**src/rtl/abds_pkg.sv**
```systemverilog
package abds_pkg;

    localparam int WaitW  = 24;
    localparam int BurnW  = 20;
    localparam int CountW = 8;
    localparam int TimerW = 24;
    localparam int CfgW   = 24;
    localparam int CfgIdxW = 2;

    localparam logic [WaitW-1:0]  WaitReset  = WaitW'(1000);
    localparam logic [BurnW-1:0]  BurnReset  = BurnW'(5000);
    localparam logic [CountW-1:0] MaxReset   = CountW'(3);
    localparam logic [WaitW-1:0]  PostReset  = WaitW'(60000);
    localparam logic [CountW-1:0] CountSat   = {CountW{1'b1}};

    typedef enum logic [1:0] {
        PH_IDLE = 2'd0,
        PH_WAIT = 2'd1,
        PH_BURN = 2'd2,
        PH_POST = 2'd3
    } t_phase;

    typedef enum logic [1:0] {
        OP_TICK  = 2'd0,
        OP_DEPLOY = 2'd1,
        OP_FLAGS = 2'd2,
        OP_NONE  = 2'd3
    } t_op;

    typedef enum logic [CfgIdxW-1:0] {
        CFG_WAIT  = 2'd0,
        CFG_BURN  = 2'd1,
        CFG_MAX   = 2'd2,
        CFG_POST  = 2'd3
    } t_cfg_idx;

    typedef struct packed {
        logic [WaitW-1:0]  wait_ticks;
        logic [BurnW-1:0]  burn_ticks;
        logic [CountW-1:0] max_burns;
        logic [WaitW-1:0]  post_wait_ticks;
    } t_cfg;

    typedef struct packed {
        logic [1:0] op;
        logic       sense;
        logic       flag_deployed;
        logic       flag_birth;
    } t_item;

    typedef struct packed {
        logic              fire;
        logic              deployed;
        logic              birth_done;
        logic              busy_res;
        logic [1:0]        phase;
        logic [CountW-1:0] burns_done;
    } t_result;

endpackage

```
**src/rtl/antenna_burn_deploy_sequencer.sv**
```systemverilog
// Burn-wire antenna deployment sequencer. Each input beat is a tick, a deploy
// request or a write of the stored flags, and yields exactly one result beat
// holding the flags, phase, fire level and burn count after that beat. A beat
// sits in the input register, is folded into the sequencer state by one pass
// of combinational logic, and lands in the result register. One beat per cycle
// is sustained while i_ready holds no result back. Configuration writes
// take effect at once and are meant to happen while no beat is in flight.
module antenna_burn_deploy_sequencer (
    input  logic                            i_clk,
    input  logic                            i_rst_n,
    input  logic                            i_valid,
    output logic                            o_ready,
    input  logic [1:0]                      i_op,
    input  logic                            i_sense,
    input  logic                            i_flag_deployed,
    input  logic                            i_flag_birth,
    output logic                            o_valid,
    input  logic                            i_ready,
    output logic                            o_fire,
    output logic                            o_deployed,
    output logic                            o_birth_done,
    output logic                            o_busy_res,
    output logic [1:0]                      o_phase,
    output logic [abds_pkg::CountW-1:0]     o_burns_done,
    input  logic                            i_cfg_we,
    input  logic [abds_pkg::CfgIdxW-1:0]    i_cfg_idx,
    input  logic [abds_pkg::CfgW-1:0]       i_cfg_data
);
    import abds_pkg::*;

    t_cfg    r_cfg;
    t_item   r_item;
    logic    r_in_vld;
    t_result r_res;
    logic    r_out_vld;
    t_result step_res;
    logic    move;

    // input beat moves on when the result register is free or draining
    assign move    = r_in_vld && (!r_out_vld || i_ready);
    assign o_ready = !r_in_vld || move;

    // configuration registers
    always_ff @(posedge i_clk) begin
        if (!i_rst_n) begin
            r_cfg.wait_ticks      <= WaitReset;
            r_cfg.burn_ticks      <= BurnReset;
            r_cfg.max_burns       <= MaxReset;
            r_cfg.post_wait_ticks <= PostReset;
        end else if (i_cfg_we) begin
            case (t_cfg_idx'(i_cfg_idx))
                CFG_WAIT: r_cfg.wait_ticks      <= i_cfg_data[WaitW-1:0];
                CFG_BURN: r_cfg.burn_ticks      <= i_cfg_data[BurnW-1:0];
                CFG_MAX:  r_cfg.max_burns       <= i_cfg_data[CountW-1:0];
                CFG_POST: r_cfg.post_wait_ticks <= i_cfg_data[WaitW-1:0];
                default: begin
                end
            endcase
        end
    end

    // input register
    always_ff @(posedge i_clk) begin
        if (!i_rst_n) begin
            r_in_vld <= 1'b0;
        end else if (o_ready) begin
            r_in_vld <= i_valid;
        end
    end

    always_ff @(posedge i_clk) begin
        if (o_ready && i_valid) begin
            r_item.op            <= i_op;
            r_item.sense         <= i_sense;
            r_item.flag_deployed <= i_flag_deployed;
            r_item.flag_birth    <= i_flag_birth;
        end
    end

    // state update
    abds_core u_core (
        .i_clk   (i_clk),
        .i_rst_n (i_rst_n),
        .i_en    (move),
        .i_item  (r_item),
        .i_cfg   (r_cfg),
        .o_res   (step_res)
    );

    // result register
    always_ff @(posedge i_clk) begin
        if (!i_rst_n) begin
            r_out_vld <= 1'b0;
        end else if (move) begin
            r_out_vld <= 1'b1;
        end else if (i_ready) begin
            r_out_vld <= 1'b0;
        end
    end

    always_ff @(posedge i_clk) begin
        if (move) begin
            r_res <= step_res;
        end
    end

    assign o_valid      = r_out_vld;
    assign o_fire       = r_res.fire;
    assign o_deployed   = r_res.deployed;
    assign o_birth_done = r_res.birth_done;
    assign o_busy_res   = r_res.busy_res;
    assign o_phase      = r_res.phase;
    assign o_burns_done = r_res.burns_done;

    // a waiting input beat is never dropped
    a_in_hold: assert property (@(posedge i_clk) disable iff (!i_rst_n)
        (r_in_vld && !move) |=> r_in_vld)
        else $error("input beat lost");

    // a stalled result beat is never overwritten
    a_out_hold: assert property (@(posedge i_clk) disable iff (!i_rst_n)
        (r_out_vld && !i_ready) |-> !move)
        else $error("result overwritten while stalled");

    // every beat moved forward shows up as a result
    a_move_out: assert property (@(posedge i_clk) disable iff (!i_rst_n)
        move |=> r_out_vld)
        else $error("moved beat has no result");

endmodule

```
**src/rtl/abds_core.sv**
```systemverilog
module abds_core (
    input  logic              i_clk,
    input  logic              i_rst_n,
    input  logic              i_en,
    input  abds_pkg::t_item   i_item,
    input  abds_pkg::t_cfg    i_cfg,
    output abds_pkg::t_result o_res
);
    import abds_pkg::*;

    t_phase              r_phase, n_phase;
    logic [TimerW-1:0]   r_timer, n_timer;
    logic [CountW-1:0]   r_count, n_count;
    logic                r_dep, n_dep;
    logic                r_birth, n_birth;

    logic                dep_s;
    logic [CountW-1:0]   cnt_inc;
    logic [TimerW-1:0]   len_wait, len_burn, len_post;

    // phase lengths, never below one tick
    always_comb begin
        len_wait = (i_cfg.wait_ticks == '0) ? TimerW'(1) : TimerW'(i_cfg.wait_ticks);
        len_burn = (i_cfg.burn_ticks == '0) ? TimerW'(1) : TimerW'(i_cfg.burn_ticks);
        len_post = (i_cfg.post_wait_ticks == '0) ? TimerW'(1)
                                                  : TimerW'(i_cfg.post_wait_ticks);
        cnt_inc  = (r_count == CountSat) ? r_count : r_count + CountW'(1);
    end

    // next state for one item
    always_comb begin
        dep_s   = r_dep | i_item.sense;
        n_phase = r_phase;
        n_timer = r_timer;
        n_count = r_count;
        n_dep   = dep_s;
        n_birth = r_birth;
        case (t_op'(i_item.op))
            OP_TICK: begin
                if (r_phase != PH_IDLE) begin
                    if (|r_timer[TimerW-1:1]) begin
                        n_timer = r_timer - TimerW'(1);
                    end else begin
                        case (r_phase)
                            PH_WAIT: begin
                                n_phase = PH_BURN;
                                n_timer = len_burn;
                            end
                            PH_BURN: begin
                                n_count = cnt_inc;
                                if (dep_s || cnt_inc >= i_cfg.max_burns) begin
                                    n_phase = PH_POST;
                                    n_timer = len_post;
                                end else begin
                                    n_phase = PH_WAIT;
                                    n_timer = len_wait;
                                end
                            end
                            default: begin
                                n_phase = PH_IDLE;
                                n_timer = '0;
                                n_birth = 1'b1;
                            end
                        endcase
                    end
                end
            end
            OP_DEPLOY: begin
                if (r_phase == PH_IDLE) begin
                    if (!r_birth && !dep_s) begin
                        n_count = '0;
                        if (i_cfg.max_burns == '0) begin
                            n_phase = PH_POST;
                            n_timer = len_post;
                        end else begin
                            n_phase = PH_WAIT;
                            n_timer = len_wait;
                        end
                    end else begin
                        n_birth = 1'b1;
                    end
                end
            end
            OP_FLAGS: begin
                if (r_phase == PH_IDLE) begin
                    n_dep   = i_item.flag_deployed | i_item.sense;
                    n_birth = i_item.flag_birth;
                end
            end
            default: begin
            end
        endcase
    end

    // result fields follow the updated state
    always_comb begin
        o_res.fire       = (n_phase == PH_BURN);
        o_res.deployed   = n_dep;
        o_res.birth_done = n_birth;
        o_res.busy_res   = (n_phase != PH_IDLE);
        o_res.phase      = n_phase;
        o_res.burns_done = n_count;
    end

    // sequencer state
    always_ff @(posedge i_clk) begin
        if (!i_rst_n) begin
            r_phase <= PH_IDLE;
            r_timer <= '0;
            r_count <= '0;
            r_dep   <= 1'b0;
            r_birth <= 1'b0;
        end else if (i_en) begin
            r_phase <= n_phase;
            r_timer <= n_timer;
            r_count <= n_count;
            r_dep   <= n_dep;
            r_birth <= n_birth;
        end
    end

    // idle holds a cleared timer, a running phase never a zero one
    a_idle_timer: assert property (@(posedge i_clk) disable iff (!i_rst_n)
        (r_phase == PH_IDLE) |-> (r_timer == '0))
        else $error("timer not clear while idle");

    a_busy_timer: assert property (@(posedge i_clk) disable iff (!i_rst_n)
        (r_phase != PH_IDLE) |-> (r_timer != '0))
        else $error("timer zero in a running phase");

    // once a burn is counted the count keeps its value until the next start
    a_count_hold: assert property (@(posedge i_clk) disable iff (!i_rst_n)
        (i_en && r_phase == PH_IDLE && t_op'(i_item.op) != OP_DEPLOY)
        |=> (r_count == $past(r_count)))
        else $error("burn count changed while idle");

    // a sequence only leaves post wait by setting first-boot done
    a_post_exit: assert property (@(posedge i_clk) disable iff (!i_rst_n)
        (r_phase == PH_POST && n_phase == PH_IDLE && i_en) |=> r_birth)
        else $error("first-boot flag not set at end of sequence");

endmodule
```
**config.mk**
```make
export PLATFORM = sky130hd
export DESIGN_NAME = antenna_burn_deploy_sequencer
export DESIGN_NICKNAME = d
export VERILOG_FILES = /design/src/rtl/abds_pkg.sv /design/src/rtl/antenna_burn_deploy_sequencer.sv /design/src/rtl/abds_core.sv
export SDC_FILE = /design/constraint.sdc
export NUM_CORES = 1
export LEC_CHECK = 0
export BUFFER_PORTS_ARGS = -buffer_cell sky130_fd_sc_hd__buf_2
export CORE_MARGIN = 4
export CORE_UTILIZATION = 55
export DETAILED_ROUTE_END_ITERATION = 7
export GPL_ROUTABILITY_DRIVEN = 1
export PLACE_DENSITY_LB_ADDON = 0.1
export SLEW_MARGIN = 30
export SYNTH_ARGS = -nofsm -noshare
export SYNTH_HDL_FRONTEND = slang
export SYNTH_HIERARCHICAL = 1
export SYNTH_SLANG_ARGS = --single-unit
```
**constraint.sdc**
```tcl
create_clock -name i_clk -period 5.17 [get_ports i_clk]
set_input_delay 1.034 -clock i_clk [delete_from_list [all_inputs] [get_ports i_clk]]
set_output_delay 1.034 -clock i_clk [all_outputs]
set_load 0.02 [all_outputs]
```
Yosys cells after proc, flatten, opt, wreduce, memory -nomap -nowiden --
Index checks and enable logic that the tools add are counted.
Word-level totals: register bits 133, output and inout bits 16, logic and storage cells 103
Cells by class: $add $sub $neg 2, $lt $le $gt $ge 1, eq/ne operators 12, muxes and demuxes 37, bitwise logic cells 2, reduce and logical (&&, ||, !) cells 28
Operators with widths (number):
- $mux 24 | 8
- $pmux 24 s2 | 2
- $logic_not 24->1 | 2
- $mux 8 | 6
- $sub 24x1->24 const B | 1
- $reduce_or 23->1 | 1
- $logic_not 20->1 | 1
- $mux 20 | 1
- $pmux 8 s2 | 1
- $mux 2 | 6
- $eq 2x2->1 const B | 5
- $mux 1 | 10
- $add 8x1->8 const B | 1
- $eq 8x8->1 const B | 1
- $ge 8x8->1 | 1
- $logic_not 8->1 | 1
- $pmux 2 s2 | 2
- $reduce_and 2->1 | 4
- $reduce_bool 2->1 | 4
- $eq 2x1->1 const B | 3
- $logic_not 2->1 | 3
- $ne 2x1->1 const B | 3
- $reduce_and 5->1 | 1
- $logic_not 1->1 | 4
- other kinds (5) | 10

Longest topological paths before layout --
depth in word-level cells 10, mapped depth 15, depth with buffers taken out 13

By module --
Netlist, hierarchy kept.
By module, submodules not included:
- abds_core | instances 1, cells an instance 528, area an instance 3848.7 µm², sequential area each 720.7 µm²
- antenna_burn_deploy_sequencer | instances 1, cells an instance 323, area an instance 3580.9 µm², sequential area each 2132.0 µm²

Worst setup path after synthesis --
No wires, ideal clock.
path kind flip-flop to flip-flop, from reg u_core.r_count[5], to reg u_core.r_timer[2], setup time 0.115 ns, data arrival time 3.562 ns, slack 1.493 ns, cell stages (with the launch flop) 16, buffers on the path 3, period minus slack after synthesis 3.677 ns, cell sequence dfxtp_1 clkbuf_1 nand2_1 or3_1 nor2_1 mux2_2 ha_1 and3_1 o21ai_0 a31o_2 and2_1 buf_6 clkbuf_1 mux2i_1 o21ai_0 a21bo_2
On the way: longest elaborated chain between the ends 9
RTL lines:
- start: declaration | line abds_core.sv:13 | logic [CountW-1:0] r_count, n_count;
- start signal: assignment | line abds_core.sv:116 | r_count <= n_count;
- $add 8x1->8 or $eq 8x8->1 (tied branches) | line abds_core.sv:27 | cnt_inc = (r_count == CountSat) ? r_count : r_count + CountW'(1);
- $mux 8 * | line abds_core.sv:27
- $ge 8x8->1 * | line abds_core.sv:51 | if (dep_s || cnt_inc >= i_cfg.max_burns) begin
- $logic_or 1x1->1 * | line abds_core.sv:51
- $mux 24 * | line abds_core.sv:51
- $pmux 24 s2 * | line abds_core.sv:44 | case (r_phase)
- $mux 24 * | line abds_core.sv:41 | if (|r_timer[TimerW-1:1]) begin
- $mux 24 * | line abds_core.sv:40 | if (r_phase != PH_IDLE) begin
- $pmux 24 s2 * | line abds_core.sv:38 | case (t_op'(i_item.op))
- end signal: assignment | line abds_core.sv:115 | r_timer <= n_timer;
- end: declaration | line abds_core.sv:12 | logic [TimerW-1:0] r_timer, n_timer;
Every way passes the cells marked *; elsewhere a longest branch is shown, timed or not. The select of a mux whose other input is x is not followed. A chain may end at the register's enable or synchronous reset.

Worst setup path in the final report --
from reg u_core.r_count[3], to reg u_core.r_timer[21]
Same word-level chain as after synthesis.

==> flow_summary.yaml <==
sta:
  final.min_clock_period_ps: 3760
  clock_skew_ps: 5.54
  report.final.slew_viol_count: 0
  setup_viol: 0
  worst_slack_ps: 1410
  setup-tns-final_ps: 0
  fin_crit_sh_pct: 72.8
  hold_ws_ps: 486
  max_freq_mhz: 266
  finalHoldViolations: 0
  worst_slew_pin_slew_ps: 996
  relSlewSlack_pct: 33.4
  rsz0062_at_grt: "false"
global_route:
  antenna_found_initial: 0
  met1_usage_pct: 40.0
  globalRouteMet2Util_pct: 37.8
  grt_pass1_wl_um: 33100
  use_met3_pct: 5.41
  gr-usage-all-layers_pct: 26.4
  top_usage_layer: "met1"
  overflow: 0
  grt_pass1_vias: 6132
  grt_max_degree: 91
worst_setup_path:
  r2r-start: "u_core/r_count[3]"
  path_max_fanout: 25
  reg2reg_to: "u_core/r_timer[21]"
  max_stage_delay_ps: 440
  ff2ff_path_depth: 13
  critPathKind: "flip-flop to flip-flop"
  arrival_ps: 4080
  path_cells: "nand2_1 -> or3_1 -> nor2_1 -> mux2_2 -> ha_1 -> and3_1 -> o21ai_0 -> a31o_2 -> and2_1 -> buf_4 -> mux2i_1 -> o211ai_1 -> o2111a_1"
  critPathRequiredTime_ps: 5480
  cp-end-kind: "flip-flop"
  r2r_setup_slack_ps: 1410
  critPathLaunchType: "flip-flop"
  critPathBufInv: 1
  cpMaxStageDelayCell: "dfxtp_1"
  crit_family: "simple AND/OR/NAND/NOR gates"
power:
  clockPowerShare_pct: 43.8
  ir_drop_mv: 0.236
  swShare_pct: 28.4
  p_sw_mw: 0.772
  pwr-share-comb_pct: 14.6
  leakage_nw: 3.36
  p_seq_share_pct: 41.7
  power-per-cell-area_nw_per_um2: 330
  intPower_mw: 1.95
logic_synthesis:
  synth_edf_count: 19
  synth.distinct_cells: 64
  syn_inst: 851
  syn_area_um2: 7430
  synth-seq-cells: 133
  synth_nets: 900
  synth_top_family_by_area: "simple AND/OR/NAND/NOR gates"
  synthSimpleGateAreaFrac_pct: 23.5
  ys.flop_type: "dfxtp_1"
  synth_area_per_cell_um2: 8.73
  synthAdderAreaFrac_pct: 2.19
  synthMuxAreaShare_pct: 13.9
  synth_compound_area_share_pct: 14.3
  ys_seq_area_share_pct: 38.4
  yosys.area_share.xor_xnor_pct: 1.89
  yosys_warnings: 6
  ys_async_sr_fraction_pct: 0
flow_run:
  maxCapViolations: 0
drt:
  avgViaCountPerCell: 6.17
  firstDrtPassIters: 6
  wl_per_cell_um: 19.7
  drt-total-wl_um: 20800
  drc_errors: 0
  num_vias: 6538
  ant_nets: 0
  drt_iter0_drc: 787
cells_and_area:
  drive_above_1_share_pct: 12.7
  stdcell_count: 1059
  area_delta_synth_final_pct: 11.0
  final_nets: 919
  final_core_utilization_pct: 62.3
  num_antenna_cells: 0
clock_network:
  cts_setup_buffers: 0
  cts_max_path_buffers: 2
  cts-resized-gates: 0
  clock_sinks: 133
  clk_pin_slew_ps: 60
  root_buffer: "clkbuf_16"
  htree_levels: 4
  worstSkewPairLatency_ps: 420
  cts_tree: "built"
  cts_made_buffers: 17
  ctsHoldBuffers: 0
min_path:
  hp-start: "r_cfg[28]"
  hp-class: "flip-flop to flip-flop"
  hold_end: "r_cfg[28]"
  worstHoldPathCells: 2
place:
  dp_hpwl_um: 14900
  io_buffers: 51
  routabilityCongestion: 0.903
  numPlacedInstances: 1027
  place_ws_ps: 1420
die:
  pin_count: 52
  dieArea_um2: 15400
  start_util_pct: 56.1
  coreArea_um2: 13200
  die_y_um: 124
  dieWidth_um: 124
  rows: 42
run_status:
  status: "finished, final reports clean"
==> state kept, by name, summed over array words and instances (netlist names), 2 cells and up <==
signal and cells:
r_cfg 76, u_core/r_timer 24, o_burns_done 8, u_core/r_count 8
r_item 5, o_phase 2, u_core/r_phase 2
==> layer usage <==
layer	routed length (um)	share of wire, %	up-vias
met1	9800	47	3116
met2	8750	42	293
met4	399	1.9	0
met3	1870	9.0	34
met5	0	0	-
li1	-	-	3095
==> tightest hold or removal path: stages (launching register included) <==
cell and delay (ps):
dfxtp_1 320, nand2_1 60, mux2i_1 60
==> power groups by stage <==
stage	Clock, mW	Combinational (mW)	Sequential, mW
floorplan	0	0.296	1.14
global placement	0	0.380	1.15
detailed placement	0	0.387	1.15
CTS	1.20	0.390	1.13
global route	1.25	0.428	1.14
finish	1.19	0.396	1.13
==> worst max-delay path by stage <==
stage | cells after the start | endpoint | start
2_1_floorplan | 15 | u_core/r_timer[2] | u_core/r_count[5]
3_3_place_gp | 12 | u_core/r_timer[2] | i_ready
3_5_place_dp | 12 | u_core/r_timer[2] | i_ready
4_1_cts | 13 | u_core/r_timer[21] | u_core/r_count[3]
5_1_grt | 13 | u_core/r_timer[21] | u_core/r_count[3]
6_report | 13 | u_core/r_timer[21] | u_core/r_count[3]
==> through the flow <==
stage	power [mW]	instance area (um^2)
floorplan	1.44	7430
global placement	1.53	7650
detailed placement	1.54	7660
CTS	2.72	8240
global route	2.82	8250
finish	2.72	8250
==> cell usage after synthesis, types with 3 or more instances <==
cell / number / area [um^2]
o21ai_0: 42 / 210
o211ai_1: 16 / 120
nand2b_1: 3 / 18.8
buf_2: 19 / 95.1
a211oi_1: 5 / 37.5
a221oi_1: 9 / 78.8
xnor2_1: 5 / 43.8
or4_1: 3 / 22.5
nor2_1: 36 / 135
nor2b_1: 33 / 206
clkbuf_1: 30 / 113
nand4b_1: 4 / 35.0
a21boi_0: 3 / 22.5
nand4_1: 11 / 68.8
a311oi_1: 7 / 61.3
dfxtp_1: 114 / 2280
nor4_4: 3 / 63.8
nor3_1: 7 / 35.0
inv_1: 29 / 109
a22o_1: 3 / 26.3
clkbuf_8: 4 / 55.1
and3_1: 3 / 18.8
buf_6: 4 / 45.0
nor4_1: 21 / 131
a31oi_1: 9 / 56.3
ha_1: 13 / 163
nand3_1: 28 / 140
a21oi_1: 18 / 90.1
o21a_1: 4 / 30.0
xor2_1: 11 / 96.3
edfxtp_1: 19 / 571
o2111a_1: 15 / 169
nand2_1: 164 / 616
or3_4: 3 / 33.8
mux2i_1: 101 / 1010
nand3b_1: 8 / 60.1
and2_1: 6 / 37.5
o31ai_1: 3 / 22.5
==> kinds of logic (layout without fill, tap and decap cells) <==
group	Yosys count	after routing
compound gates	151	151
flops	133	133
buf+inv	88	120
mux	103	103
xor+xnor	16	16
simple gates	347	347
fa+ha+maj	13	13
==> layout make-up <==
cell class              count  area (um^2)
fillers                  1165         4990
multi-input cells         630         4160
flip-flops and latches    133         2850
clock buffers              19          464
repair buffers             59          318
well taps                 176          220
clock inverters            13          120
inverters                  29          109
==> cells in the final DEF (no fill, tap or decap), drive strengths merged, types with 7 or more instances in the layout <==
cell,count
a21oi,18
a221oi,9
a311oi,7
a31oi,9
buf,59
clkbuf,19
dfxtp,114
edfxtp,19
ha,13
inv,34
mux2i,101
nand2,165
nand3,28
nand3b,8
nand4,11
nor2,36
nor2b,33
nor3,8
nor4,24
o2111a,15
o211ai,16
o21ai,44
xor2,11
Power figures use the tool's default switching activity.
